File: config.mk
export PLATFORM = sky130hd
export DESIGN_NAME = periodic_task_timer_table_core
export DESIGN_NICKNAME = d
export VERILOG_FILES = /design/src/ptt_pkg.sv /design/src/ptt_fifo.sv /design/src/ptt_mod.sv /design/src/ptt_back.sv /design/src/periodic_task_timer_table_core.sv
export SDC_FILE = /design/constraint.sdc
export NUM_CORES = 2
export LEC_CHECK = 0
export BUFFER_PORTS_ARGS = -buffer_cell sky130_fd_sc_hd__buf_2
export CAP_MARGIN = 10
export CORE_ASPECT_RATIO = 0.5
export CORE_MARGIN = 5
export CORE_UTILIZATION = 50
export CTS_CLUSTER_SIZE = 30
export DETAILED_ROUTE_END_ITERATION = 10
export GPL_TIMING_DRIVEN = 0
export PLACE_DENSITY = 0.68
export SYNTH_ARGS = -nofsm -noshare
export SYNTH_HDL_FRONTEND = slang
export SYNTH_SLANG_ARGS = --single-unit
File: constraint.sdc
create_clock -name clk -period 6.95 [get_ports clk]
set_input_delay 2.085 -clock clk [delete_from_list [all_inputs] [get_ports clk]]
set_output_delay 2.085 -clock clk [all_outputs]
set_load 0.05 [all_outputs]
File: src/ptt_pkg.sv
`default_nettype none
package ptt_pkg;

	localparam int RESULT_CAP  = 16;
	localparam int QUEUE_DEPTH = 2;
	localparam int FOUND_W     = $clog2(RESULT_CAP + 1);

	localparam logic [1:0] OP_ADD  = 2'd0;
	localparam logic [1:0] OP_WAKE = 2'd1;
	localparam logic [1:0] OP_DUE  = 2'd2;
	localparam logic [1:0] OP_NONE = 2'd3;

	localparam logic [2:0] KIND_ADDED    = 3'd0;
	localparam logic [2:0] KIND_FULL     = 3'd1;
	localparam logic [2:0] KIND_WAKE     = 3'd2;
	localparam logic [2:0] KIND_NOTHING  = 3'd3;
	localparam logic [2:0] KIND_DUE      = 3'd4;
	localparam logic [2:0] KIND_NONE_DUE = 3'd5;

	typedef struct packed {
		logic [1:0]  op;
		logic [31:0] now;
		logic [31:0] start;
		logic [31:0] period;
	} cmd_t;

	typedef struct packed {
		logic [2:0]  kind;
		logic [15:0] number;
		logic [32:0] wake;
		logic        last;
	} res_t;

	typedef struct packed {
		logic        start;
		logic [31:0] dividend;
		logic [31:0] divisor;
	} div_req_t;

	typedef struct packed {
		logic        done;
		logic [31:0] rem;
	} div_rsp_t;

	typedef enum logic [2:0] {
		ST_IDLE,
		ST_DECODE,
		ST_READ,
		ST_EVAL,
		ST_MOVE,
		ST_DIV,
		ST_EMIT
	} state_t;

endpackage
`default_nettype wire

File: src/ptt_fifo.sv
`default_nettype none
module ptt_fifo #(
	parameter int WIDTH = 8,
	parameter int DEPTH = 2
) (
	input  wire logic             clk,
	input  wire logic             arst_n,
	input  wire logic             push,
	input  wire logic [WIDTH-1:0] wdata,
	output logic                  full,
	input  wire logic             pop,
	output logic      [WIDTH-1:0] rdata,
	output logic                  empty
);
	localparam int PW = (DEPTH > 1) ? $clog2(DEPTH) : 1;
	localparam int NW = $clog2(DEPTH + 1);

	logic [WIDTH-1:0] mem_q [DEPTH];
	logic [PW-1:0]    wp_q, rp_q;
	logic [NW-1:0]    n_q;
	logic             do_push, do_pop;

	assign full    = (n_q == NW'(DEPTH));
	assign empty   = (n_q == '0);
	assign do_push = push && !full;
	assign do_pop  = pop && !empty;
	assign rdata   = mem_q[rp_q];

	always_ff @(posedge clk) begin
		if (do_push) begin
			mem_q[wp_q] <= wdata;
		end
	end

	always_ff @(posedge clk or negedge arst_n) begin
		if (!arst_n) begin
			wp_q <= '0;
			rp_q <= '0;
			n_q  <= '0;
		end else begin
			if (do_push) begin
				wp_q <= (wp_q == PW'(DEPTH - 1)) ? '0 : wp_q + 1'b1;
			end
			if (do_pop) begin
				rp_q <= (rp_q == PW'(DEPTH - 1)) ? '0 : rp_q + 1'b1;
			end
			case ({do_push, do_pop})
				2'b10:   n_q <= n_q + 1'b1;
				2'b01:   n_q <= n_q - 1'b1;
				default: n_q <= n_q;
			endcase
		end
	end

endmodule
`default_nettype wire

File: src/ptt_mod.sv
`default_nettype none
module ptt_mod
	import ptt_pkg::*;
(
	input  wire logic     clk,
	input  wire logic     arst_n,
	input  wire div_req_t req,
	output div_rsp_t      rsp
);
	logic        busy_q, done_q;
	logic [4:0]  cnt_q;
	logic [31:0] a_q, b_q;
	logic [32:0] r_q;
	logic [32:0] shifted;

	assign shifted  = {r_q[31:0], a_q[31]};
	assign rsp.done = done_q;
	assign rsp.rem  = r_q[31:0];

	always_ff @(posedge clk) begin
		if (req.start) begin
			a_q <= req.dividend;
			b_q <= req.divisor;
			r_q <= '0;
		end else if (busy_q) begin
			a_q <= {a_q[30:0], 1'b0};
			r_q <= (shifted >= {1'b0, b_q}) ? shifted - {1'b0, b_q} : shifted;
		end
	end

	always_ff @(posedge clk or negedge arst_n) begin
		if (!arst_n) begin
			busy_q <= 1'b0;
			done_q <= 1'b0;
			cnt_q  <= '0;
		end else begin
			done_q <= 1'b0;
			if (req.start) begin
				busy_q <= 1'b1;
				cnt_q  <= '0;
			end else if (busy_q) begin
				cnt_q <= cnt_q + 1'b1;
				if (cnt_q == 5'd31) begin
					busy_q <= 1'b0;
					done_q <= 1'b1;
				end
			end
		end
	end

endmodule
`default_nettype wire

File: src/ptt_back.sv
`default_nettype none
module ptt_back
	import ptt_pkg::*;
#(
	parameter int SLOTS = 16
) (
	input  wire logic clk,
	input  wire logic arst_n,
	input  wire logic cmd_avail,
	input  wire cmd_t cmd,
	output logic      cmd_pop,
	input  wire logic res_full,
	output logic      res_push,
	output res_t      res
);
	localparam int CW = $clog2(SLOTS + 1);
	localparam int AW = (SLOTS > 1) ? $clog2(SLOTS) : 1;

	state_t               state_q, nxt_state, ret_q;
	cmd_t                 cmd_q;
	logic [CW-1:0]        idx_q, count_q, last_idx;
	logic [15:0]          ident_q, pend_q;
	logic                 have_q;
	logic [32:0]          best_q;
	logic [FOUND_W-1:0]   found_q;
	res_t                 res_q;

	logic [31:0] mem_start  [SLOTS];
	logic [31:0] mem_period [SLOTS];
	logic [15:0] mem_ident  [SLOTS];
	logic [31:0] rd_start_q, rd_period_q;
	logic [15:0] rd_ident_q;

	div_req_t dreq;
	div_rsp_t drsp;

	logic        is_wake, is_due, lt, eq, need_div, drop_now, scan_end, is_full;
	logic        got_t, got_due, step_done, rd_en;
	logic [32:0] t_val;
	logic [CW-1:0] rd_addr;

	ptt_mod u_mod (.clk(clk), .arst_n(arst_n), .req(dreq), .rsp(drsp));

	assign is_wake  = (cmd_q.op == OP_WAKE);
	assign is_due   = (cmd_q.op == OP_DUE);
	assign is_full  = (count_q == CW'(SLOTS));
	assign last_idx = count_q - 1'b1;
	assign lt       = cmd_q.now < rd_start_q;
	assign eq       = cmd_q.now == rd_start_q;
	assign need_div = !lt && (rd_period_q != '0) && !(is_due && eq);
	assign drop_now = (state_q == ST_EVAL) && is_wake && !lt && (rd_period_q == '0);
	assign scan_end = (idx_q >= count_q) || (found_q == FOUND_W'(RESULT_CAP));

	assign dreq.start    = (state_q == ST_EVAL) && need_div;
	assign dreq.dividend = cmd_q.now - rd_start_q;
	assign dreq.divisor  = rd_period_q;

	always_comb begin
		got_t     = 1'b0;
		got_due   = 1'b0;
		step_done = 1'b0;
		t_val     = {1'b0, rd_start_q};
		if (state_q == ST_EVAL && !need_div && !drop_now) begin
			step_done = 1'b1;
			got_t     = is_wake;
			got_due   = is_due && eq;
		end else if (state_q == ST_DIV && drop_now == 1'b0 && drsp.done) begin
			step_done = 1'b1;
			got_t     = is_wake;
			got_due   = is_due && (drsp.rem == '0);
			t_val     = {1'b0, cmd_q.now} + {1'b0, rd_period_q} - {1'b0, drsp.rem};
		end
	end

	// next state
	always_comb begin
		nxt_state = state_q;
		case (state_q)
			ST_IDLE:   if (cmd_avail) nxt_state = ST_DECODE;
			ST_DECODE: begin
				case (cmd_q.op)
					OP_ADD:          nxt_state = ST_EMIT;
					OP_WAKE, OP_DUE: nxt_state = ST_READ;
					default:         nxt_state = ST_IDLE;
				endcase
			end
			ST_READ:   nxt_state = scan_end ? ST_EMIT : ST_EVAL;
			ST_EVAL: begin
				if (drop_now) begin
					nxt_state = (idx_q == last_idx) ? ST_READ : ST_MOVE;
				end else if (need_div) begin
					nxt_state = ST_DIV;
				end else if (got_due && found_q != '0) begin
					nxt_state = ST_EMIT;
				end else begin
					nxt_state = ST_READ;
				end
			end
			ST_MOVE:   nxt_state = ST_READ;
			ST_DIV: begin
				if (drsp.done) begin
					nxt_state = (got_due && found_q != '0) ? ST_EMIT : ST_READ;
				end
			end
			ST_EMIT:   if (!res_full) nxt_state = ret_q;
			default:   nxt_state = ST_IDLE;
		endcase
	end

	// outputs
	always_comb begin
		cmd_pop  = (state_q == ST_IDLE) && cmd_avail;
		res_push = (state_q == ST_EMIT) && !res_full;
		res      = res_q;
		rd_en    = (state_q == ST_READ) || drop_now;
		rd_addr  = (state_q == ST_EVAL) ? last_idx : idx_q;
	end

	always_ff @(posedge clk) begin
		if (state_q == ST_DECODE && cmd_q.op == OP_ADD && !is_full) begin
			mem_start[count_q[AW-1:0]]  <= cmd_q.start;
			mem_period[count_q[AW-1:0]] <= cmd_q.period;
			mem_ident[count_q[AW-1:0]]  <= ident_q;
		end else if (state_q == ST_MOVE) begin
			mem_start[idx_q[AW-1:0]]  <= rd_start_q;
			mem_period[idx_q[AW-1:0]] <= rd_period_q;
			mem_ident[idx_q[AW-1:0]]  <= rd_ident_q;
		end
		if (rd_en) begin
			rd_start_q  <= mem_start[rd_addr[AW-1:0]];
			rd_period_q <= mem_period[rd_addr[AW-1:0]];
			rd_ident_q  <= mem_ident[rd_addr[AW-1:0]];
		end
		if (cmd_pop) begin
			cmd_q <= cmd;
		end
	end

	always_ff @(posedge clk or negedge arst_n) begin
		if (!arst_n) begin
			state_q <= ST_IDLE;
			ret_q   <= ST_IDLE;
			count_q <= '0;
			ident_q <= 16'd1;
			idx_q   <= '0;
			have_q  <= 1'b0;
			best_q  <= '0;
			found_q <= '0;
			pend_q  <= '0;
			res_q   <= '0;
		end else begin
			state_q <= nxt_state;
			case (state_q)
				ST_DECODE: begin
					idx_q   <= '0;
					have_q  <= 1'b0;
					found_q <= '0;
					ret_q   <= ST_IDLE;
					if (cmd_q.op == OP_ADD) begin
						if (is_full) begin
							res_q <= '{kind: KIND_FULL, number: '0, wake: '0, last: 1'b1};
						end else begin
							res_q   <= '{kind: KIND_ADDED, number: ident_q, wake: '0, last: 1'b1};
							count_q <= count_q + 1'b1;
							ident_q <= (ident_q == 16'hFFFF) ? 16'd1 : ident_q + 1'b1;
						end
					end
				end
				ST_READ: begin
					if (scan_end) begin
						ret_q <= ST_IDLE;
						if (is_wake) begin
							res_q <= have_q
								? '{kind: KIND_WAKE, number: '0, wake: best_q, last: 1'b1}
								: '{kind: KIND_NOTHING, number: '0, wake: '0, last: 1'b1};
						end else begin
							res_q <= (found_q == '0)
								? '{kind: KIND_NONE_DUE, number: '0, wake: '0, last: 1'b1}
								: '{kind: KIND_DUE, number: pend_q, wake: '0, last: 1'b1};
						end
					end
				end
				default: ;
			endcase
			if (drop_now) begin
				count_q <= count_q - 1'b1;
			end
			if (step_done) begin
				idx_q <= idx_q + 1'b1;
				if (got_t && (!have_q || t_val < best_q)) begin
					best_q <= t_val;
					have_q <= 1'b1;
				end
				if (got_due) begin
					if (found_q != '0) begin
						res_q <= '{kind: KIND_DUE, number: pend_q, wake: '0, last: 1'b0};
						ret_q <= ST_READ;
					end
					pend_q  <= rd_ident_q;
					found_q <= found_q + 1'b1;
				end
			end
		end
	end

`ifndef SYNTHESIS
	a_count_bound: assert property (@(posedge clk) disable iff (!arst_n)
		count_q <= CW'(SLOTS)) else $error("entry count beyond table size");
	a_no_push_full: assert property (@(posedge clk) disable iff (!arst_n)
		res_push |-> !res_full) else $error("result transfer into full queue");
	a_div_return: assert property (@(posedge clk) disable iff (!arst_n)
		dreq.start |=> state_q == ST_DIV) else $error("modulo started outside wait");
	a_ident_nonzero: assert property (@(posedge clk) disable iff (!arst_n)
		ident_q != '0) else $error("identifier counter hit zero");
`endif

endmodule
`default_nettype wire

File: src/periodic_task_timer_table_core.sv
// channel  | handshake       | fields
// input    | push / full     | operation, current_time, start_time, repeat_period
// result   | pop / empty     | kind, task_number, wake_time, last
//
// a query reads and evaluates each entry in turn, running the shared bit-serial
// modulo unit for an entry at or past its start with a nonzero period, except a due
// query at the exact start time; one query walks up to TASK_SLOTS entries
// reset clears entry count and both queues and sets the identifier to 1; no table sweep
// the front queue takes items while the back walks; the back stalls on a full result queue
`default_nettype none
module periodic_task_timer_table_core
	import ptt_pkg::*;
#(
	parameter int TASK_SLOTS = 16
) (
	input  wire logic        clk,
	input  wire logic        arst_n,
	input  wire logic        push,
	output logic             full,
	input  wire logic [1:0]  operation,
	input  wire logic [31:0] current_time,
	input  wire logic [31:0] start_time,
	input  wire logic [31:0] repeat_period,
	output logic             empty,
	input  wire logic        pop,
	output logic [2:0]       kind,
	output logic [15:0]      task_number,
	output logic [32:0]      wake_time,
	output logic             last
);
	cmd_t in_cmd, q_cmd;
	res_t b_res, q_res;
	logic in_push, q_empty, b_pop, r_full, b_push;

	assign in_cmd  = '{op: operation, now: current_time, start: start_time,
		period: repeat_period};
	// unused operation transfers but is not queued
	assign in_push = push && (operation != OP_NONE);

	ptt_fifo #(.WIDTH($bits(cmd_t)), .DEPTH(QUEUE_DEPTH)) u_in_q (
		.clk(clk), .arst_n(arst_n),
		.push(in_push), .wdata(in_cmd), .full(full),
		.pop(b_pop), .rdata(q_cmd), .empty(q_empty)
	);

	ptt_back #(.SLOTS(TASK_SLOTS)) u_back (
		.clk(clk), .arst_n(arst_n),
		.cmd_avail(!q_empty), .cmd(q_cmd), .cmd_pop(b_pop),
		.res_full(r_full), .res_push(b_push), .res(b_res)
	);

	ptt_fifo #(.WIDTH($bits(res_t)), .DEPTH(QUEUE_DEPTH)) u_out_q (
		.clk(clk), .arst_n(arst_n),
		.push(b_push), .wdata(b_res), .full(r_full),
		.pop(pop), .rdata(q_res), .empty(empty)
	);

	assign kind        = q_res.kind;
	assign task_number = q_res.number;
	assign wake_time   = q_res.wake;
	assign last        = q_res.last;

endmodule
`default_nettype wire

==> impl_results.md <==
- Slew HR: 0.108
- Setup Viol. Count Final: 0
- Synth Area in Adders: 0.0294
- Setup_tns: 0 ps
- Clk sinks: 2011
- Layout cells sized above 1: 0.112
- Clk slew on worst S/H paths: 60 ps
- Max clock buf depth: 4
- Unrepaired setup endpoints after global routing: no
- PostCTS Resize Cnt: 0
- Vias per cell: 5.95
- Critical-path cell list: inv_1, fa_1, inv_1, ha_1, clkbuf_1, a21o_1, a21o_1, a211oi_1, o21ai_1, a21oi_1, o311ai_1, o31ai_1, mux2i_1, o311ai_1, ha_1, nand4_1, nor4_1, o211ai_1, o2111ai_1, a211oi_4, buf_6, buf_4, nand2_1, o21ai_0
- Arr. time, crit path: 6850 ps
- CTS tree: done
- Global route overflow: 0
- Footprint of the multi-input gates: 0.0233 mm^2
- Post-synthesis simple-gate area fraction: 0.122
- Final ANT Viol Nets: 0
- PnR Total Power: 0.0474 W
- Distinct cells, synth: 76
- Initial antenna violation count: 22
- Crit-path slowest cell: fa_1
- Crit path buf inv count: 5
- Drt initial violations: 7400
- Fmax: 162 MHz
- Core area: 0.168 mm^2
- Final Util: 0.573
- Met1 wire length: 97900 um
- Peak VDD IR: 321 uV
- DRC: 0
- Wire length on met3: 29000 um
- HP Class: reg -> reg
- Primary FF master, synth: edfxtp_1
- Post-synth top area share: 0.646
- DP HPWL: 174000 um
- Leakage: 35.2 nW
- Worst path top cell family by delay: compound AO/OA/AOI/OAI gates
- Hold_buf cts: 0
- Vias: 56380
- Final worst slack: 759 ps
- Port-buffer cells: 156
- Mapped Cells: 6610
- DR WL met2: 109000 um
- Endpoint type of the worst setup path: flip-flop
- Vias in the first global route: 53908
- Row Count: 106
- Synthesized area: 0.0848 mm^2
- Final Max Slew Viols: 0
- #FFs+latches synth: 2011
- Setup WS pre-CTS: 952 ps
- CP Class: reg -> reg
- Actual slew at the worst max-slew pin: 1340 ps
- Crit-path max cell delay: 540 ps
- Root Buffer: clkbuf_16
- Tcrit/Tclk final: 0.891
- TritonCTS buffer count: 181
- Max Cap Viol: 0
- Clock period minus worst slack: 6190 ps
- Die ar.: 0.179 mm^2
- Register area: 0.0593 mm^2
- Worst Path Required: 7610 ps
- Critical-path maximum fanout: 10
- Initial Utilization: 0.505
- Die width: 593 um
- DRT Wirelength: 247000 um
- Global-route wire length before repair: 356000 um
- Top sig layer: met5
- Total GRT Usage: 0.272
- Final count of hold timing violations: 0
- Startpoint types: flip-flop
- Largest net degree at the start of global routing: 108
- Largest family of logic cells by synthesized area: simple AND/OR/NAND/NOR gates
- Die H: 301 um
- Power Dens Cells: 492 mW/mm^2
- EDFF count, synth: 1824
- Syn Nets: 6891
- Area fraction in compound gates after synthesis: 0.0823
- Status: finished clean
- Post-CTS Setup Inserts: 0
- Area grow syn2layout: 13.4%
- Yosys warns: 0
- Max H-tree Level: 4
- Dominant cells by area after synthesis: edfxtp_1 (65%), nand2_1 (6.9%), dfrtp_1 (4.5%)
- Asr flop ratio synth: 0.0771
- TritonRoute pass-1 iters: 7
- Worst-skew pair later-pin latency: 840 ps
- Nets: 7352
- Post-synthesis mux area share: 0.0256
- Post-Synth XOR/XNOR Area: 0.0123
- Fillers: 13203
- Average wire per standard cell: 26.0 um
- Gpl congestion: 0.996
- Post-synth top area cell: edfxtp_1
- IO Pins: 157
- Mapped Avg Cell Area: 12.8 um^2
- Clk_skew: 52.6 ps
- Post-synthesis sequential area ratio: 0.699
[layout make-up]
class | instances | share of cell area
inverters | 268 | 0.0105
flip-flops and latches | 2011 | 0.617
repair buffers | 278 | 0.0282
well taps | 2268 | 0.0295
diodes | 8 | 0.000208
clock inverters | 87 | 0.00783
plain buffers | 379 | 0.0157
clock buffers | 227 | 0.0499
multi-input cells | 3952 | 0.242
[registers in the layout (all words and copies together) (netlist names), 2 cells and up]
signal	count
u_back.cmd_q	98
u_back.mem_ident	256
u_back.u_mod.b_q	32
u_back.rd_ident_q	16
u_back.found_q	5
u_back.best_q	33
u_back.ret_q	3
u_back.u_mod.a_q	32
u_back.rd_period_q	32
u_in_q.n_q	2
u_back.pend_q	16
u_back.idx_q	5
u_back.state_q	3
u_out_q.mem_q	106
u_back.u_mod.r_q	32
u_in_q.mem_q	196
u_back.mem_period	512
u_back.mem_start	512
u_back.count_q	5
u_back.rd_start_q	32
u_back.u_mod.cnt_q	5
u_out_q.n_q	2
u_back.ident_q	16
u_back.res	53
[synthesized netlist by cell type, types with 72 or more instances]
library cell	n
dfrtp_1	154
and3_1	180
o21ai_0	211
nand3_1	347
mux2_2	177
nand2_1	1568
ha_1	145
a31oi_1	98
inv_1	266
a21o_1	72
edfxtp_1	1824
nor2_1	185
a21oi_1	203
a311oi_1	243
clkbuf_1	319
[power breakdown]
part	leakage [nW]	internal, W	switching (W)
Combinational	13.5	0.00621	0.0137
Clock	2.70	0.00530	0.00441
Sequential	19.0	0.0165	0.00124
[metal layers]
metal | up-vias | global-route usage
met2 | 2964 | 0.413
met5 | - | 0
met3 | 529 | 0.0727
met4 | 8 | 0.105
met1 | 27727 | 0.377
li1 | 25152 | -
[cells by family after synthesis]
logic type      after synthesis
compound gates             1033
flops                      2011
xor+xnor                    119
buf+inv                     647
fa+ha+maj                   179
simple gates               2426
mux                         195
[cells in the final DEF (no fill, tap or decap), types with 14 or more instances in the layout]
cell type  instances
clkinv_2          33
buf_6             16
o21a_1            14
mux2i_1           17
xor2_1            48
nor2b_1           14
nand3_1          347
dfrtp_1          154
clkbuf_1         341
edfxtp_1        1824
clkbuf_2          17
nor2_4            21
nor4_1            21
a21o_1            72
a211oi_1          37
fa_1              34
mux2_2           177
buf_2            188
xnor2_1           71
buf_12            57
o21ai_0          151
buf_4             40
clkbuf_16        183
ha_1             145
buf_1             23
a31oi_1           98
inv_1            266
o21ai_1           61
a311oi_1         243
nor3_1            28
a22oi_1           53
nand4_1           34
nand2_1         1568
and3_1           180
a21oi_1          202
nand2b_1          16
nor2_1           164
dfxtp_1           32
clkinv_1          24
[worst paths after layout]
check | end | startpoint | cells past startpoint | slack, ps
setup / recovery | u_back.best_q[13] | u_back.rd_period_q[13] | 24 | 760
hold / removal | u_out_q.mem_q[0][39] | u_back.res[39] | 0 | 470
setup reg to reg | u_back.best_q[13] | u_back.rd_period_q[13] | 24 | 760
hold reg to reg | u_out_q.mem_q[0][39] | u_back.res[39] | 0 | 470
max in group asynchronous | u_back.u_mod.busy_q | arst_n | 2 | 4870
min in group asynchronous | u_back.pend_q[0] | arst_n | 1 | 1180
[per-stage QoR]
step / hold WS [ps] / std cells / area (um^2)
finish: 474 / 9478 / 96200
global route: 489 / 9471 / 96200
CTS: 477 / 9470 / 96200
detailed placement: 462 / 9156 / 90600
global placement: 456 / 9034 / 88500
floorplan: 442 / 6610 / 84800
Note: power is estimated with default switching activity, not from simulation.
